--- src/hw/rtl/psgte_pkg.sv ---
package psgte_pkg;

    // Bus request kinds.
    typedef enum logic [1:0] {
        CMD_READ  = 2'd0,
        CMD_WRITE = 2'd1,
        CMD_TICK  = 2'd2,
        CMD_ACK   = 2'd3
    } t_command;

    // Bus ports.
    typedef enum logic [1:0] {
        PORT_SELECT = 2'd0,
        PORT_DATA   = 2'd1,
        PORT_GPIO_A = 2'd2,
        PORT_GPIO_B = 2'd3
    } t_port;

    localparam int NUM_REGS  = 16;
    localparam int NUM_TONES = 3;

    // Register file indexes with a fixed meaning.
    localparam logic [3:0] REG_TONE_LAST   = 4'd5;
    localparam logic [3:0] REG_ENV_MIRROR  = 4'd8;
    localparam logic [3:0] REG_ENV_LO      = 4'd11;
    localparam logic [3:0] REG_ENV_HI      = 4'd12;
    localparam logic [3:0] REG_GPIO_A_MASK = 4'd14;
    localparam logic [3:0] REG_GPIO_B_MASK = 4'd15;

    localparam int         IRQ_DATA_BIT = 7;
    localparam logic [3:0] ENV_TOP      = 4'hF;

endpackage

--- src/hw/rtl/psg_tone_envelope_registers.sv ---
// Channel   | Direction | Handshake         | Payload
// ----------+-----------+-------------------+---------------------------------------------
// request   | in        | i_valid / o_ready | i_command, i_port, i_write_data
// result    | out       | o_valid / i_ready | o_read_data, o_irq_active, o_tone_a..c,
//           |           |                   | o_env_level
//
// Every accepted request is executed in the cycle it is accepted, and its result is
// held in the output register from the next cycle on, so one request is taken per cycle.
// The single result register sets that figure: the block takes a new request whenever
// the register is empty or its content is being taken in the same cycle.
// A stall on the result side holds the result and deasserts o_ready until it is taken.
// Reset is synchronous and active low; it clears the register file, the select, the
// GPIO latches and the interrupt, loads each counter with one and the envelope with 15.
module psg_tone_envelope_registers
    import psgte_pkg::*;
(
    input  logic       i_clk,
    input  logic       i_rst_n,
    input  logic       i_valid,
    output logic       o_ready,
    input  logic [1:0] i_command,
    input  logic [1:0] i_port,
    input  logic [7:0] i_write_data,
    output logic       o_valid,
    input  logic       i_ready,
    output logic [7:0] o_read_data,
    output logic       o_irq_active,
    output logic       o_tone_a,
    output logic       o_tone_b,
    output logic       o_tone_c,
    output logic [3:0] o_env_level
);

    // Architectural state.
    logic [7:0]  r_reg_file   [NUM_REGS];
    logic [3:0]  r_reg_index;
    logic [7:0]  r_gpio_a;
    logic [7:0]  r_gpio_b;
    logic [11:0] r_tone_count [NUM_TONES];
    logic [2:0]  r_tone_bit;
    logic [15:0] r_env_count;
    logic [3:0]  r_env_value;
    logic        r_irq;

    // Next-state values.
    logic [7:0]  n_reg_file   [NUM_REGS];
    logic [3:0]  n_reg_index;
    logic [7:0]  n_gpio_a;
    logic [7:0]  n_gpio_b;
    logic [11:0] n_tone_count [NUM_TONES];
    logic [2:0]  n_tone_bit;
    logic [15:0] n_env_count;
    logic [3:0]  n_env_value;
    logic        n_irq;
    logic [7:0]  n_read_data;

    // Result register.
    logic        r_out_valid;
    logic [7:0]  r_read_data;
    logic        r_irq_active;
    logic [2:0]  r_tone_out;
    logic [3:0]  r_env_level;

    logic        accept;
    logic        restart;
    logic [11:0] tone_reload [NUM_TONES];
    logic [11:0] tone_dec    [NUM_TONES];
    logic [15:0] env_period;
    logic [15:0] env_dec;

    assign o_ready = !r_out_valid || i_ready;
    assign accept  = i_valid && o_ready;

    always_comb begin
        n_reg_file  = r_reg_file;
        n_reg_index = r_reg_index;
        n_gpio_a    = r_gpio_a;
        n_gpio_b    = r_gpio_b;
        n_irq       = r_irq;
        n_read_data = 8'h00;
        restart     = 1'b0;

        case (t_command'(i_command))
            CMD_READ: begin
                case (t_port'(i_port))
                    PORT_SELECT: n_read_data = {4'h0, r_reg_index};
                    PORT_DATA:   n_read_data = r_reg_file[r_reg_index];
                    PORT_GPIO_A: n_read_data = r_gpio_a & r_reg_file[REG_GPIO_A_MASK];
                    PORT_GPIO_B: n_read_data = r_gpio_b & r_reg_file[REG_GPIO_B_MASK];
                    default:     n_read_data = 8'h00;
                endcase
            end
            CMD_WRITE: begin
                case (t_port'(i_port))
                    PORT_SELECT: n_reg_index = i_write_data[3:0];
                    PORT_DATA: begin
                        n_reg_file[r_reg_index] = i_write_data;
                        // Any tone or envelope period write restarts every timer.
                        restart = (r_reg_index <= REG_TONE_LAST) ||
                                  (r_reg_index == REG_ENV_LO) ||
                                  (r_reg_index == REG_ENV_HI);
                    end
                    PORT_GPIO_A: n_gpio_a = i_write_data;
                    PORT_GPIO_B: n_gpio_b = i_write_data;
                    default:     n_gpio_b = r_gpio_b;
                endcase
                if (i_write_data[IRQ_DATA_BIT]) begin
                    n_irq = 1'b1;
                end
            end
            CMD_ACK: n_irq = 1'b0;
            default: n_irq = r_irq;
        endcase

        // Periods come from the register file as it stands after this request's write;
        // a period of zero counts as one.
        for (int ch = 0; ch < NUM_TONES; ch++) begin
            tone_reload[ch] = {n_reg_file[2 * ch + 1][3:0], n_reg_file[2 * ch]};
            if (tone_reload[ch] == 12'd0) begin
                tone_reload[ch] = 12'd1;
            end
        end
        env_period = {n_reg_file[REG_ENV_HI], n_reg_file[REG_ENV_LO]};
        if (env_period == 16'd0) begin
            env_period = 16'd1;
        end

        n_tone_count = r_tone_count;
        n_tone_bit   = r_tone_bit;
        n_env_count  = r_env_count;
        n_env_value  = r_env_value;

        for (int ch = 0; ch < NUM_TONES; ch++) begin
            tone_dec[ch] = (r_tone_count[ch] != 12'd0) ? r_tone_count[ch] - 12'd1 : 12'd0;
        end
        env_dec = (r_env_count != 16'd0) ? r_env_count - 16'd1 : 16'd0;

        if (restart) begin
            n_tone_count = tone_reload;
            n_tone_bit   = 3'b000;
            n_env_count  = env_period;
            n_env_value  = ENV_TOP;
        end else if (t_command'(i_command) == CMD_TICK) begin
            // Each tone counter toggles its level and reloads when it runs out.
            for (int ch = 0; ch < NUM_TONES; ch++) begin
                if (tone_dec[ch] == 12'd0) begin
                    n_tone_bit[ch]   = !r_tone_bit[ch];
                    n_tone_count[ch] = tone_reload[ch];
                end else begin
                    n_tone_count[ch] = tone_dec[ch];
                end
            end
            // The envelope steps down on expiry and wraps to the top with an interrupt.
            if (env_dec == 16'd0) begin
                n_env_count = env_period;
                if (r_env_value != 4'd0) begin
                    n_env_value = r_env_value - 4'd1;
                end else begin
                    n_env_value = ENV_TOP;
                    n_irq       = 1'b1;
                end
            end else begin
                n_env_count = env_dec;
            end
            n_reg_file[REG_ENV_MIRROR] = {r_reg_file[REG_ENV_MIRROR][7:4], n_env_value};
        end
    end

    always_ff @(posedge i_clk) begin
        if (!i_rst_n) begin
            for (int i = 0; i < NUM_REGS; i++) begin
                r_reg_file[i] <= 8'h00;
            end
            r_reg_index <= 4'd0;
            r_gpio_a    <= 8'h00;
            r_gpio_b    <= 8'h00;
            for (int ch = 0; ch < NUM_TONES; ch++) begin
                r_tone_count[ch] <= 12'd1;
            end
            r_tone_bit  <= 3'b000;
            r_env_count <= 16'd1;
            r_env_value <= ENV_TOP;
            r_irq       <= 1'b0;
            r_out_valid <= 1'b0;
        end else begin
            if (accept) begin
                r_reg_file   <= n_reg_file;
                r_reg_index  <= n_reg_index;
                r_gpio_a     <= n_gpio_a;
                r_gpio_b     <= n_gpio_b;
                r_tone_count <= n_tone_count;
                r_tone_bit   <= n_tone_bit;
                r_env_count  <= n_env_count;
                r_env_value  <= n_env_value;
                r_irq        <= n_irq;
                r_out_valid  <= 1'b1;
            end else if (i_ready) begin
                r_out_valid <= 1'b0;
            end
        end
    end

    // Result payload needs no reset; it is loaded with every accepted request.
    always_ff @(posedge i_clk) begin
        if (accept) begin
            r_read_data  <= n_read_data;
            r_irq_active <= n_irq;
            r_tone_out   <= n_tone_bit;
            r_env_level  <= n_env_value;
        end
    end

    assign o_valid      = r_out_valid;
    assign o_read_data  = r_read_data;
    assign o_irq_active = r_irq_active;
    assign o_tone_a     = r_tone_out[0];
    assign o_tone_b     = r_tone_out[1];
    assign o_tone_c     = r_tone_out[2];
    assign o_env_level  = r_env_level;

endmodule

--- config.mk ---
export PLATFORM = sky130hd
export DESIGN_NAME = psg_tone_envelope_registers
export DESIGN_NICKNAME = d
export VERILOG_FILES = /design/src/hw/rtl/psgte_pkg.sv /design/src/hw/rtl/psg_tone_envelope_registers.sv
export SDC_FILE = /design/constraint.sdc
export NUM_CORES = 1
export LEC_CHECK = 0
export ABC_AREA = 1
export BUFFER_PORTS_ARGS = -buffer_cell sky130_fd_sc_hd__clkbuf_2
export CAP_MARGIN = 20
export CORE_MARGIN = 2
export CORE_UTILIZATION = 30
export DETAILED_ROUTE_END_ITERATION = 8
export GPL_TIMING_DRIVEN = 0
export SYNTH_ARGS = -nofsm -noshare
export SYNTH_HDL_FRONTEND = slang
export SYNTH_SLANG_ARGS = --single-unit
--- constraint.sdc ---
create_clock -name i_clk -period 5.66 [get_ports i_clk]
set_clock_uncertainty 0.05 [all_clocks]
set_input_delay 1.132 -clock i_clk [delete_from_list [all_inputs] [get_ports i_clk]]
set_output_delay 1.132 -clock i_clk [all_outputs]
set_load 0.03 [all_outputs]
# --- Word-level counts from Yosys, hierarchy flattened ---
# Cells that the tools add are included.
classes:
  addsub: 5
  n_lt_le_gt_ge: 3
  n_eq_ne: 9
  mux: 46
  n_bitwise: 3
  n_reduce_logical: 32
ops:
  columns: ["operator", "n"]
  rows:
  - ["128-bit two-way mux", 2]
  - ["128-bit bitwise mux", 1]
  - ["12-bit two-way mux", 9]
  - ["16-bit two-way mux", 5]
  - ["12-bit zero test", 6]
  - ["36-bit two-way mux", 2]
  - ["8-bit two-way mux", 5]
  - ["12-bit nonzero test", 3]
  - ["12-bit by 1-bit subtractor with 12-bit output (second input constant)", 3]
  - ["8-bit binary-select mux with 4-bit select", 1]
  - ["8-bit demux with 4-bit select", 1]
  - ["16-bit zero test", 2]
  - ["8-bit case mux with 4 select lines", 1]
  - ["8-bit bitwise AND", 2]
  - ["4-bit two-way mux", 4]
  - ["16-bit nonzero test", 1]
  - ["16-bit by 1-bit subtractor with 16-bit output (second input constant)", 1]
  - ["1-bit two-way mux", 12]
  - ["3-bit AND reduction", 4]
  - ["2-bit == test (second input constant)", 4]
  - ["4-bit == test (second input constant)", 2]
  - ["3-bit two-way mux", 2]
  - ["5-bit greater-or-equal comparator (second input constant)", 1]
  - ["5-bit by 1-bit less-than comparator with 1-bit output (second input constant)", 1]
  - ["other kinds (13)", 23]
totals:
  register_bits: 225
  input_bits: 16
  out_inout_bits: 18
  elab_cells: 133

# --- Logic depth before layout (Yosys ltp) ---
# Gate-level depths: netlist of the first run.
logic_depth:
  word_depth: 13
  ltp_mapped: 17
  depth_no_buf: 17

# --- Least setup slack after synthesis of the first run ---
# Ideal clock, no wire load.
synth_path:
  kind: "input to register"
  from: "in i_ready"
  to: "reg r_env_level[0], in the netlist o_env_level[0] (enable)"
  setup_time_ns: 0.386
  arrival_time_ns: 2.701
  required_ns: 5.224
  slack_ns: 2.523
  path_stages: 6
  path_buffers: 2
  path_cell_list: "inv_1 > nand2_1 > nand2_1 > inv_1 > clkbuf_1 > buf_1"
synth_via:
  elab_chain_len: 2
synth_lines:
  columns: ["item", "line", "source"]
  rows:
  - ["from (decl)", "psg_tone_envelope_registers.sv:25", "input logic i_ready,"]
  - ["1-bit logical OR", "psg_tone_envelope_registers.sv:71", "assign o_ready = !r_out_valid || i_ready;"]
  - ["via o_ready", "psg_tone_envelope_registers.sv:20", "output logic o_ready,"]
  - ["1-bit logical AND", "psg_tone_envelope_registers.sv:72", "assign accept = i_valid && o_ready;"]
  - ["via accept", "psg_tone_envelope_registers.sv:64", "logic accept;"]
  - ["to (signal assigned)", "psg_tone_envelope_registers.sv:209", "r_env_level <= n_env_value;"]
  - ["to (decl)", "psg_tone_envelope_registers.sv:62", "logic [3:0] r_env_level;"]
# The timed path passes the listed nets, and every way through them passes these cells.
# A chain may end at the register's enable or synchronous reset.

# --- Worst setup path after layout of the first run ---
layout_path:
  from: "in i_command[1]"
  to: "reg r_tone_count[14] (netlist name)"
layout_via:
  elab_chain_len: 7
  word_cells_on_any_way: 11
  cone_classes: "eq/ne: 2; mux: 6; reduce/logical: 3"
layout_lines:
  columns: ["item", "line", "source"]
  rows:
  - ["from (decl)", "psg_tone_envelope_registers.sv:21", "input logic [1:0] i_command,"]
  - ["2-bit by 1-bit == test with 1-bit output", "psg_tone_envelope_registers.sv:83", "case (t_command'(i_command))"]
  - ["128-bit two-way mux", "psg_tone_envelope_registers.sv:83", null]
  - ["12-bit zero test", "psg_tone_envelope_registers.sv:119", "if (tone_reload[ch] == 12'd0) begin"]
  - ["12-bit two-way mux", "psg_tone_envelope_registers.sv:119", null]
  - ["12-bit two-way mux", "psg_tone_envelope_registers.sv:146", "if (tone_dec[ch] == 12'd0) begin"]
  - ["36-bit two-way mux", "psg_tone_envelope_registers.sv:143", "end else if (t_command'(i_command) == CMD_TICK) begin"]
  - ["36-bit two-way mux", "psg_tone_envelope_registers.sv:138", "if (restart) begin"]
  - ["to (signal assigned)", "psg_tone_envelope_registers.sv:191", "r_tone_count <= n_tone_count;"]
  - ["to (decl)", "psg_tone_envelope_registers.sv:39", "logic [11:0] r_tone_count [NUM_TONES];"]
# Several ways; a longest one is shown, not always the timed one. The select of a mux whose other input is x is not followed.

==> results.md, run 1 <==
* Outcome: finished clean
* P_leak at 6.11 nW
* Iter 0 DRT Violations at 1239
* Seq/Total Area, Yosys at 38.2%
* Post-CTS setup buffer count at 0
* Most frequent cells in the layout: nand2_1 (284), o21ai_0 (252), inv_1 (230)
* Row count at 73
* Clk_lat worst skew at 0.56 ns
* DRC viols at 0
* Area grow syn2layout at 13.8%
* Cells on worst reg2reg path at 13
* Worst r2r src: r_reg_index[1]
* Hold-fix buffers, CTS at 0
* Final hold vios at 0
* Critical path class: input port to flip-flop
* Critical path launch point type: input port
* Power Dens Cells at 303 nW/um^2
* Ports at 34
* Async S/R FF share, synth at 0%
* Cell Area, Synth at 12200 sq um
* CTS tree: yes
* Global route overflow at 0
* First-pass GRT wire length at 68300 um
* Crit path max fanout at 10
* Share of power burned in registers at 41.1%
* Worst path max stage delay at 0.45 ns
* Critical Path AT at 3.72 ns
* Utilization after layout at 34.8%
* All-layer global routing usage at 21.0%
* Clock power share at 41.1%
* Syn_area_per_cell at 6.88 sq um
* Switching power at 0.00129 W
* Die X at 206 um
* Fill count at 4240
* Combinational group share of total power at 17.8%
* Die area at 42300 sq um
* Commonest non-fill, non-tap cell in the layout: nand2_1
* R2r endpoint: r_tone_count[14]
* Hold-critical path depth at 2
* Total power at 0.00420 W
* Initial core utilization at 30.6%
* Worst path most repeated cell: nand2_1
* Unrepaired setup endpoints after global routing: no
* Sink Count at 225
* CTS Root Cell: clkbuf_16
* Max-cap check violation count at 0
* Worst-path clk slew at 0.06 ns
* Synth area leaders: dfxtp_1 (34%), o21ai_0 (10%), nand2_1 (8.7%)
* Post-synth EDFFs at 16
* Netlist cell types at 47
* Die Height at 206 um
* Via-per-instance ratio at 5.31
* Fin. max-slew vios at 0
* Inserted Clock Buffers at 26
* Internal Power at 0.00291 W
* Actual slew at the worst max-slew pin at 0.884 ns
* Worst VDD drop at 0.187 mV
* Top FF cell, synth: dfxtp_1
* Router iterations before antenna repair at 5
* Routed wire length at 44900 um
* Count of cells resized by post-cts repair at 0
* Initial antenna violation count at 0
* Routability cong. at 0.932
* Net Sw Frac at 30.6%
* R2R setup slack at 2.63 ns
* Req. time, crit path at 6.03 ns
* Share of cells above drive strength 1 at 8.80%
* Crit path cell chain: clkbuf_2, inv_1, nand2_1, nor2_2, o21ai_1, nand2_4, inv_4, nand2_2, nand2_1, inv_2, clkbuf_1, nand2_1, o21ai_1, inv_1
* Max H-tree Level at 1
* Wire length per cell at 18.9 um
* CP Launch Point: i_command[1]
* Vias in the first global route at 11500
* Dpl hpwl at 33500 um
* Port bufs at 32
* # nets final at 1854
* Fmax at 299 MHz
* WHS at 0.398 ns
* Post-route ant nets at 0
* CP Capture Type: flip-flop
* Cell Count, Final, Fillers Out at 2377
* Post-Synthesis Cells at 1773
* Ys Warns at 0
* Top-area cell type share of the netlist area at 34.3%
* Setup TNS at 0 ns
* Slew margin rel. at 41.1%
* Number of diodes at 0
* Core area at 39900 sq um
* Final number of setup-violating endpoints at 0
* Min-Delay Path Class: flip-flop to flip-flop
* Slowest-stage cell, CP: clkbuf_1
* Post-synth top area cell: dfxtp_1
* Final period utilization at 59.1%
* Largest net degree at the start of global routing at 26
* FF+latch count, synth at 225
* Final Critical Period at 3.35 ns
* CTS Buffer Depth at 3
* Post-synthesis net count at 1794
* Via count at 12600
* Placed cells at 2330
## cell usage after synthesis (16+ instances only)
master,count
a21oi_1,201
buf_2,16
o21ai_1,24
clkbuf_1,64
edfxtp_1,16
nand3_1,79
o21ai_0,252
dfxtp_1,209
nand2_1,284
nor2_1,133
a22oi_1,35
o211ai_1,17
inv_1,230
## cell families after synthesis
kind of cell	synth area share, %
buffers and inverters	11.1
AOI/OAI and AO/OA	28.1
DFF	38.2
xor gates and xnor gates	1.29
and+or+nand+nor	20.8
adders and majority gates	0.513
## layout make-up
| type | instances | area (sq um) | share of cell area (%) |
|---|---|---|---|
| Multi-Input combinational cell | 1211 | 6180 | 44.5 |
| Sequential cell | 225 | 4660 | 33.6 |
| Clock inverter | 8 | 105 | 0.757 |
| Clock buffer | 39 | 759 | 5.47 |
| Timing Repair Buffer | 32 | 160 | 1.15 |
| Inverter | 241 | 910 | 6.55 |
| Tap cell | 525 | 657 | 4.73 |
| Buffer | 96 | 445 | 3.21 |
## critical path: cells and delay by family
kind                   cells  cell delay [ns]
AO/OA/AOI/OAI              2             0.35
buffers and inverters      6             0.89
AND/OR/NAND/NOR            6             1.32
## layer usage
| metal | GRT usage (%) | vias to the layer above | wire length (um) |
|---|---|---|---|
| met3 | 2.42 | 111 | 3010 |
| li1 | - | 6093 | - |
| met2 | 33.3 | 522 | 19800 |
| met1 | 28.8 | 5884 | 20100 |
| met4 | 8.50 | 0 | 2000 |
| met5 | 0 | - | 0 |
## power groups by stage
stage	combinational (W)	sequential, W	clock (W)
after detailed placement	0.000734	0.00176	0
after global routing	0.000830	0.00173	0.00180
after CTS	0.000737	0.00172	0.00175
after floorplan	0.000508	0.00176	0
final	0.000749	0.00173	0.00173
after global placement	0.000724	0.00176	0
## how the worst max path moves through the flow
stage                  endpoint  slack, ns  depth (start not counted)
6_report       r_tone_count[14]       2.31                         14
5_1_grt        r_tone_count[14]       2.20                         14
4_1_cts        r_tone_count[15]       2.39                         14
3_5_place_dp   r_tone_count[15]       1.84                         14
3_3_place_gp     o_read_data[7]       1.51                          7
2_1_floorplan    o_env_level[0]       2.52                          6
## stage by stage
step / instance area, sq um / setup WS, ns
global route: 13900 / 2.20
finish: 13900 / 2.31
global placement: 13000 / 1.51
floorplan: 12200 / 2.52
detailed placement: 13000 / 1.84
CTS: 13900 / 2.39
Power figures use the tool's default switching activity.
==> inputs of run 2 (changes only) <==
--- a/config.mk
+++ b/config.mk
@@ -5,7 +5,7 @@
 export SDC_FILE = /design/constraint.sdc
 export NUM_CORES = 1
 export LEC_CHECK = 0
-export ABC_AREA = 1
+export ABC_AREA = 0
 export BUFFER_PORTS_ARGS = -buffer_cell sky130_fd_sc_hd__clkbuf_2
 export CAP_MARGIN = 20
 export CORE_MARGIN = 2
==> constraint.sdc (replaced) <==
create_clock -name i_clk -period 2.95 [get_ports i_clk]
set_clock_uncertainty 0.05 [all_clocks]
set_input_delay 0.59 -clock i_clk [delete_from_list [all_inputs] [get_ports i_clk]]
set_output_delay 0.59 -clock i_clk [all_outputs]
set_load 0.03 [all_outputs]
==> run 2 against run 1 <==
  * The run now ends with negative setup slack left
  * Combinational power grew 100%
  * Non-clock buffer count grew 55
  * Global-route usage shrank 0.27 points
  * Largest cell class unchanged
  * Largest power group is now clock
==> results.md, run 2 <==
* Critical path class: flip-flop to flip-flop
* Post-synth EDFFs at 16 (unchanged)
* P_leak at 5.09 nW (-17%)
* Global route overflow at 0 (unchanged)
* Largest net degree at the start of global routing at 26 (unchanged)
* Hold-fix buffers, CTS at 0 (unchanged)
* Max-cap check violation count at 0 (unchanged)
* Post-synthesis net count at 1495 (-17%)
* Failing checks: negative setup slack
* Multi-input logic area at 7580 sq um (+23%)
* Fmax at 336 MHz
* CP Capture Type: flip-flop
* Async S/R FF share, synth at 0% (unchanged)
* Commonest cells in the netlist: dfxtp_1 (209), nand2_1 (149), a21oi_1 (147)
* Final hold vios at 0 (unchanged)
* Dpl hpwl at 34000 um (+1.5%)
* Iter 0 DRT Violations at 1613 (+30%)
* Min-Delay Path Class: input port to flip-flop
* Hold-critical path depth at 3 (+1)
* Unrepaired setup endpoints after global routing: yes
* Share of cells above drive strength 1 at 16.3% (+7.5 points)
* Routability cong. at 0.968 (+3.8%)
* Slew margin rel. at 30.6% (-10 points)
* CTS Buffer Depth at 3 (unchanged)
* Worst VDD drop at 0.461 mV (+150%)
* WHS at 0.231 ns (-0.167 ns)
* Initial antenna violation count at 0 (unchanged)
* R2R setup slack at -0.03 ns (-2.66 ns)
* Worst Slack Setup Final at -0.0256 ns (-2.34 ns)
* Cell Count, Final, Fillers Out at 2111 (-11%)
* First-pass GRT wire length at 70400 um (+3.1%)
* Cell Area, Synth at 12600 sq um (+3.1%)
* Number of diodes at 0 (unchanged)
* Initial core utilization at 30.2% (-0.38 points)
* Post-synth top area cell: dfxtp_1
* Max H-tree Level at 1 (unchanged)
* Syn_area_per_cell at 8.53 sq um (+24%)
* Worst-path clk slew at 0.06 ns (about the same)
* DRC viols at 0 (unchanged)
* Outcome: complete, but fails checks
* Port bufs at 32 (unchanged)
* R2r endpoint: r_reg_file[59]
* Netlist cell types at 88 (+87%)
* Row count at 75 (+2.7%)
* Critical path launch point type: flip-flop
* Post-DP Area at 13400 sq um (+3.1%)
* Final number of setup-violating endpoints at 2 (+2)
* Commonest non-fill, non-tap cell in the layout: dfxtp_1
* Via-per-instance ratio at 5.87 (+11%)
* Routed wire length at 46800 um (+4.2%)
* Vias in the first global route at 11300 (-1.9%)
* Router iterations before antenna repair at 5 (unchanged)
* Synth area leaders: dfxtp_1 (33%), mux2i_1 (7.9%), mux4_2 (7.2%)
* Power Dens Cells at 546 nW/um^2 (+81%)
* Cells on worst reg2reg path at 8 (-5)
* Clk_lat worst skew at 0.55 ns (about the same)
* All-layer global routing usage at 20.7% (-0.27 points)
* Ys Warns at 0 (unchanged)
* Actual slew at the worst max-slew pin at 1.04 ns (+0.151 ns)
* Seq/Total Area, Yosys at 37.1% (-1.1 points)
* Ports at 34 (unchanged)
* Final Critical Period at 2.98 ns
* Critical Path AT at 3.35 ns (-0.37 ns)
* Most common cell in the netlist: dfxtp_1
* FF+latch count, synth at 225 (unchanged)
* CTS tree: yes
* Placed cells at 2046 (-12%)
* Top-area cell type share of the netlist area at 33.3% (-1.0 points)
* Most frequent cells in the layout: dfxtp_1 (204), nand2_1 (148), a21oi_1 (146)
* Die X at 209 um (+1.5%)
* Via count at 12400 (-1.6%)
* Post-Synthesis Cells at 1474 (-17%)
* Worst r2r src: r_env_count[0]
* Wire length per cell at 22.2 um (+17%)
* Fin. max-slew vios at 0 (unchanged)
* Area grow syn2layout at 17.7%
* CTS Root Cell: clkbuf_16
* Crit path max fanout at 7 (-3)
* Die area at 43600 sq um (+3.0%)
* Die Height at 209 um (+1.5%)
* FF/Latch Area at 4670 sq um (+0.19%)
* Fin area at 14800 sq um (+6.7%)
* Inserted Clock Buffers at 26 (unchanged)
* Sink Count at 225 (unchanged)
* # nets final at 1574 (-15%)
* Fill count at 4295 (+1.3%)
* Core area at 41700 sq um (+4.4%)
* Req. time, crit path at 3.32 ns (-2.71 ns)
* Final period utilization at 101%
* Post-route ant nets at 0 (unchanged)
* Hold_sp: i_valid
* Top FF cell, synth: dfxtp_1
* Worst Hold End: o_valid
==> run 2: cell types whose count changed in the layout (fill, tap and decap cells not counted), moves of 13 or more <==
cell,delta
inv_1,-209
clkbuf_1,+22
a22oi_1,-24
or3_1,+17
buf_4,+17
mux2_2,+17
o21ai_0,-137
o21ai_1,-21
clkbuf_2,+13
mux4_2,+40
a21oi_1,-55
mux2i_1,+99
nor3_1,+22
nand2_1,-136
==> run 2: logic make-up (layout without fill, tap and decap cells) <==
family | after synthesis | in the layout | share of synthesized area, %
AO/OA/AOI/OAI | 404 | 404 | 19.8
XOR/XNOR | 15 | 15 | 1.04
adder cells (fa/ha/maj) | 5 | 5 | 0.497
buffers and inverters | 154 | 252 | 4.81
flip-flops | 225 | 225 | 37.1
multiplexers | 157 | 157 | 16.7
AND/OR/NAND/NOR | 514 | 514 | 20.1
==> run 2: worst max path at each step <==
stage	slack, ns	startpoint	end	depth (start not counted)
floorplan	0.10	r_env_count[0]	r_env_count[0]	12
global placement	-1.11	i_command[1]	r_env_count[10]	9
detailed placement	-1.03	i_command[1]	r_env_count[12]	10
CTS	0.002	r_env_count[0]	o_env_level[2]	8
global route	-0.09	r_env_count[0]	o_env_level[2]	8
finish	-0.03	r_env_count[0]	r_reg_file[59]	8
==> run 2: layout make-up <==
cell class	count	share of cell area, %
clock buffers	39	5.00
clock inverters	8	0.879
flip-flops and latches	225	31.6
repair buffers	56	2.43
inverters	22	0.558
plain buffers	127	3.84
well taps	539	4.55
multi-input cells	1095	51.2
==> run 2: through the flow <==
step / TNS, ns / utilization, % / setup slack (ns) / power [W]
2_1_floorplan: 0 / - / 0.103 / 0.00413
3_3_place_gp: -64.51 / 32.2 / -1.11 / 0.00451
3_5_place_dp: -57.13 / 32.2 / -1.03 / 0.00452
4_1_cts: 0 / 34.7 / 0.00233 / 0.00788
5_1_grt: -0.299 / 35.5 / -0.0885 / 0.00832
6_report: -0.0379 / 35.5 / -0.0256 / 0.00809
==> run 2: power by group <==
part | internal, W | switching (W) | total [W]
clock | 0.00200 | 0.00136 | 0.00336
combinational | 0.000568 | 0.000927 | 0.00150
sequential | 0.00315 | 0.0000871 | 0.00323
total | 0.00571 | 0.00238 | 0.00809
==> run 2: per-layer routing <==
metal	share of wire, %	GRT usage [%]	wire [um]
met5	0	0	0
met2	45	32.4	20900
met4	3.5	6.67	1620
met3	9.0	3.13	4220
met1	43	29.2	20100
==> run 2: worst max-delay path: stages, from the launching register on <==
cell and delay [ns]:
dfxtp_4 0.36, or4_4 0.54, buf_8 0.15, or4_4 0.47, a2111oi_4 0.43, a41o_4 0.34
a21boi_2 0.09, buf_4 0.15, o31a_1 0.28
==> run 2: timing repair <==
item                       CTS  global route
gates cloned                 0             1
gates resized for setup     35            63
pin swaps                    4            14
buffers inserted             9            13
setup endpoints to repair  108            97
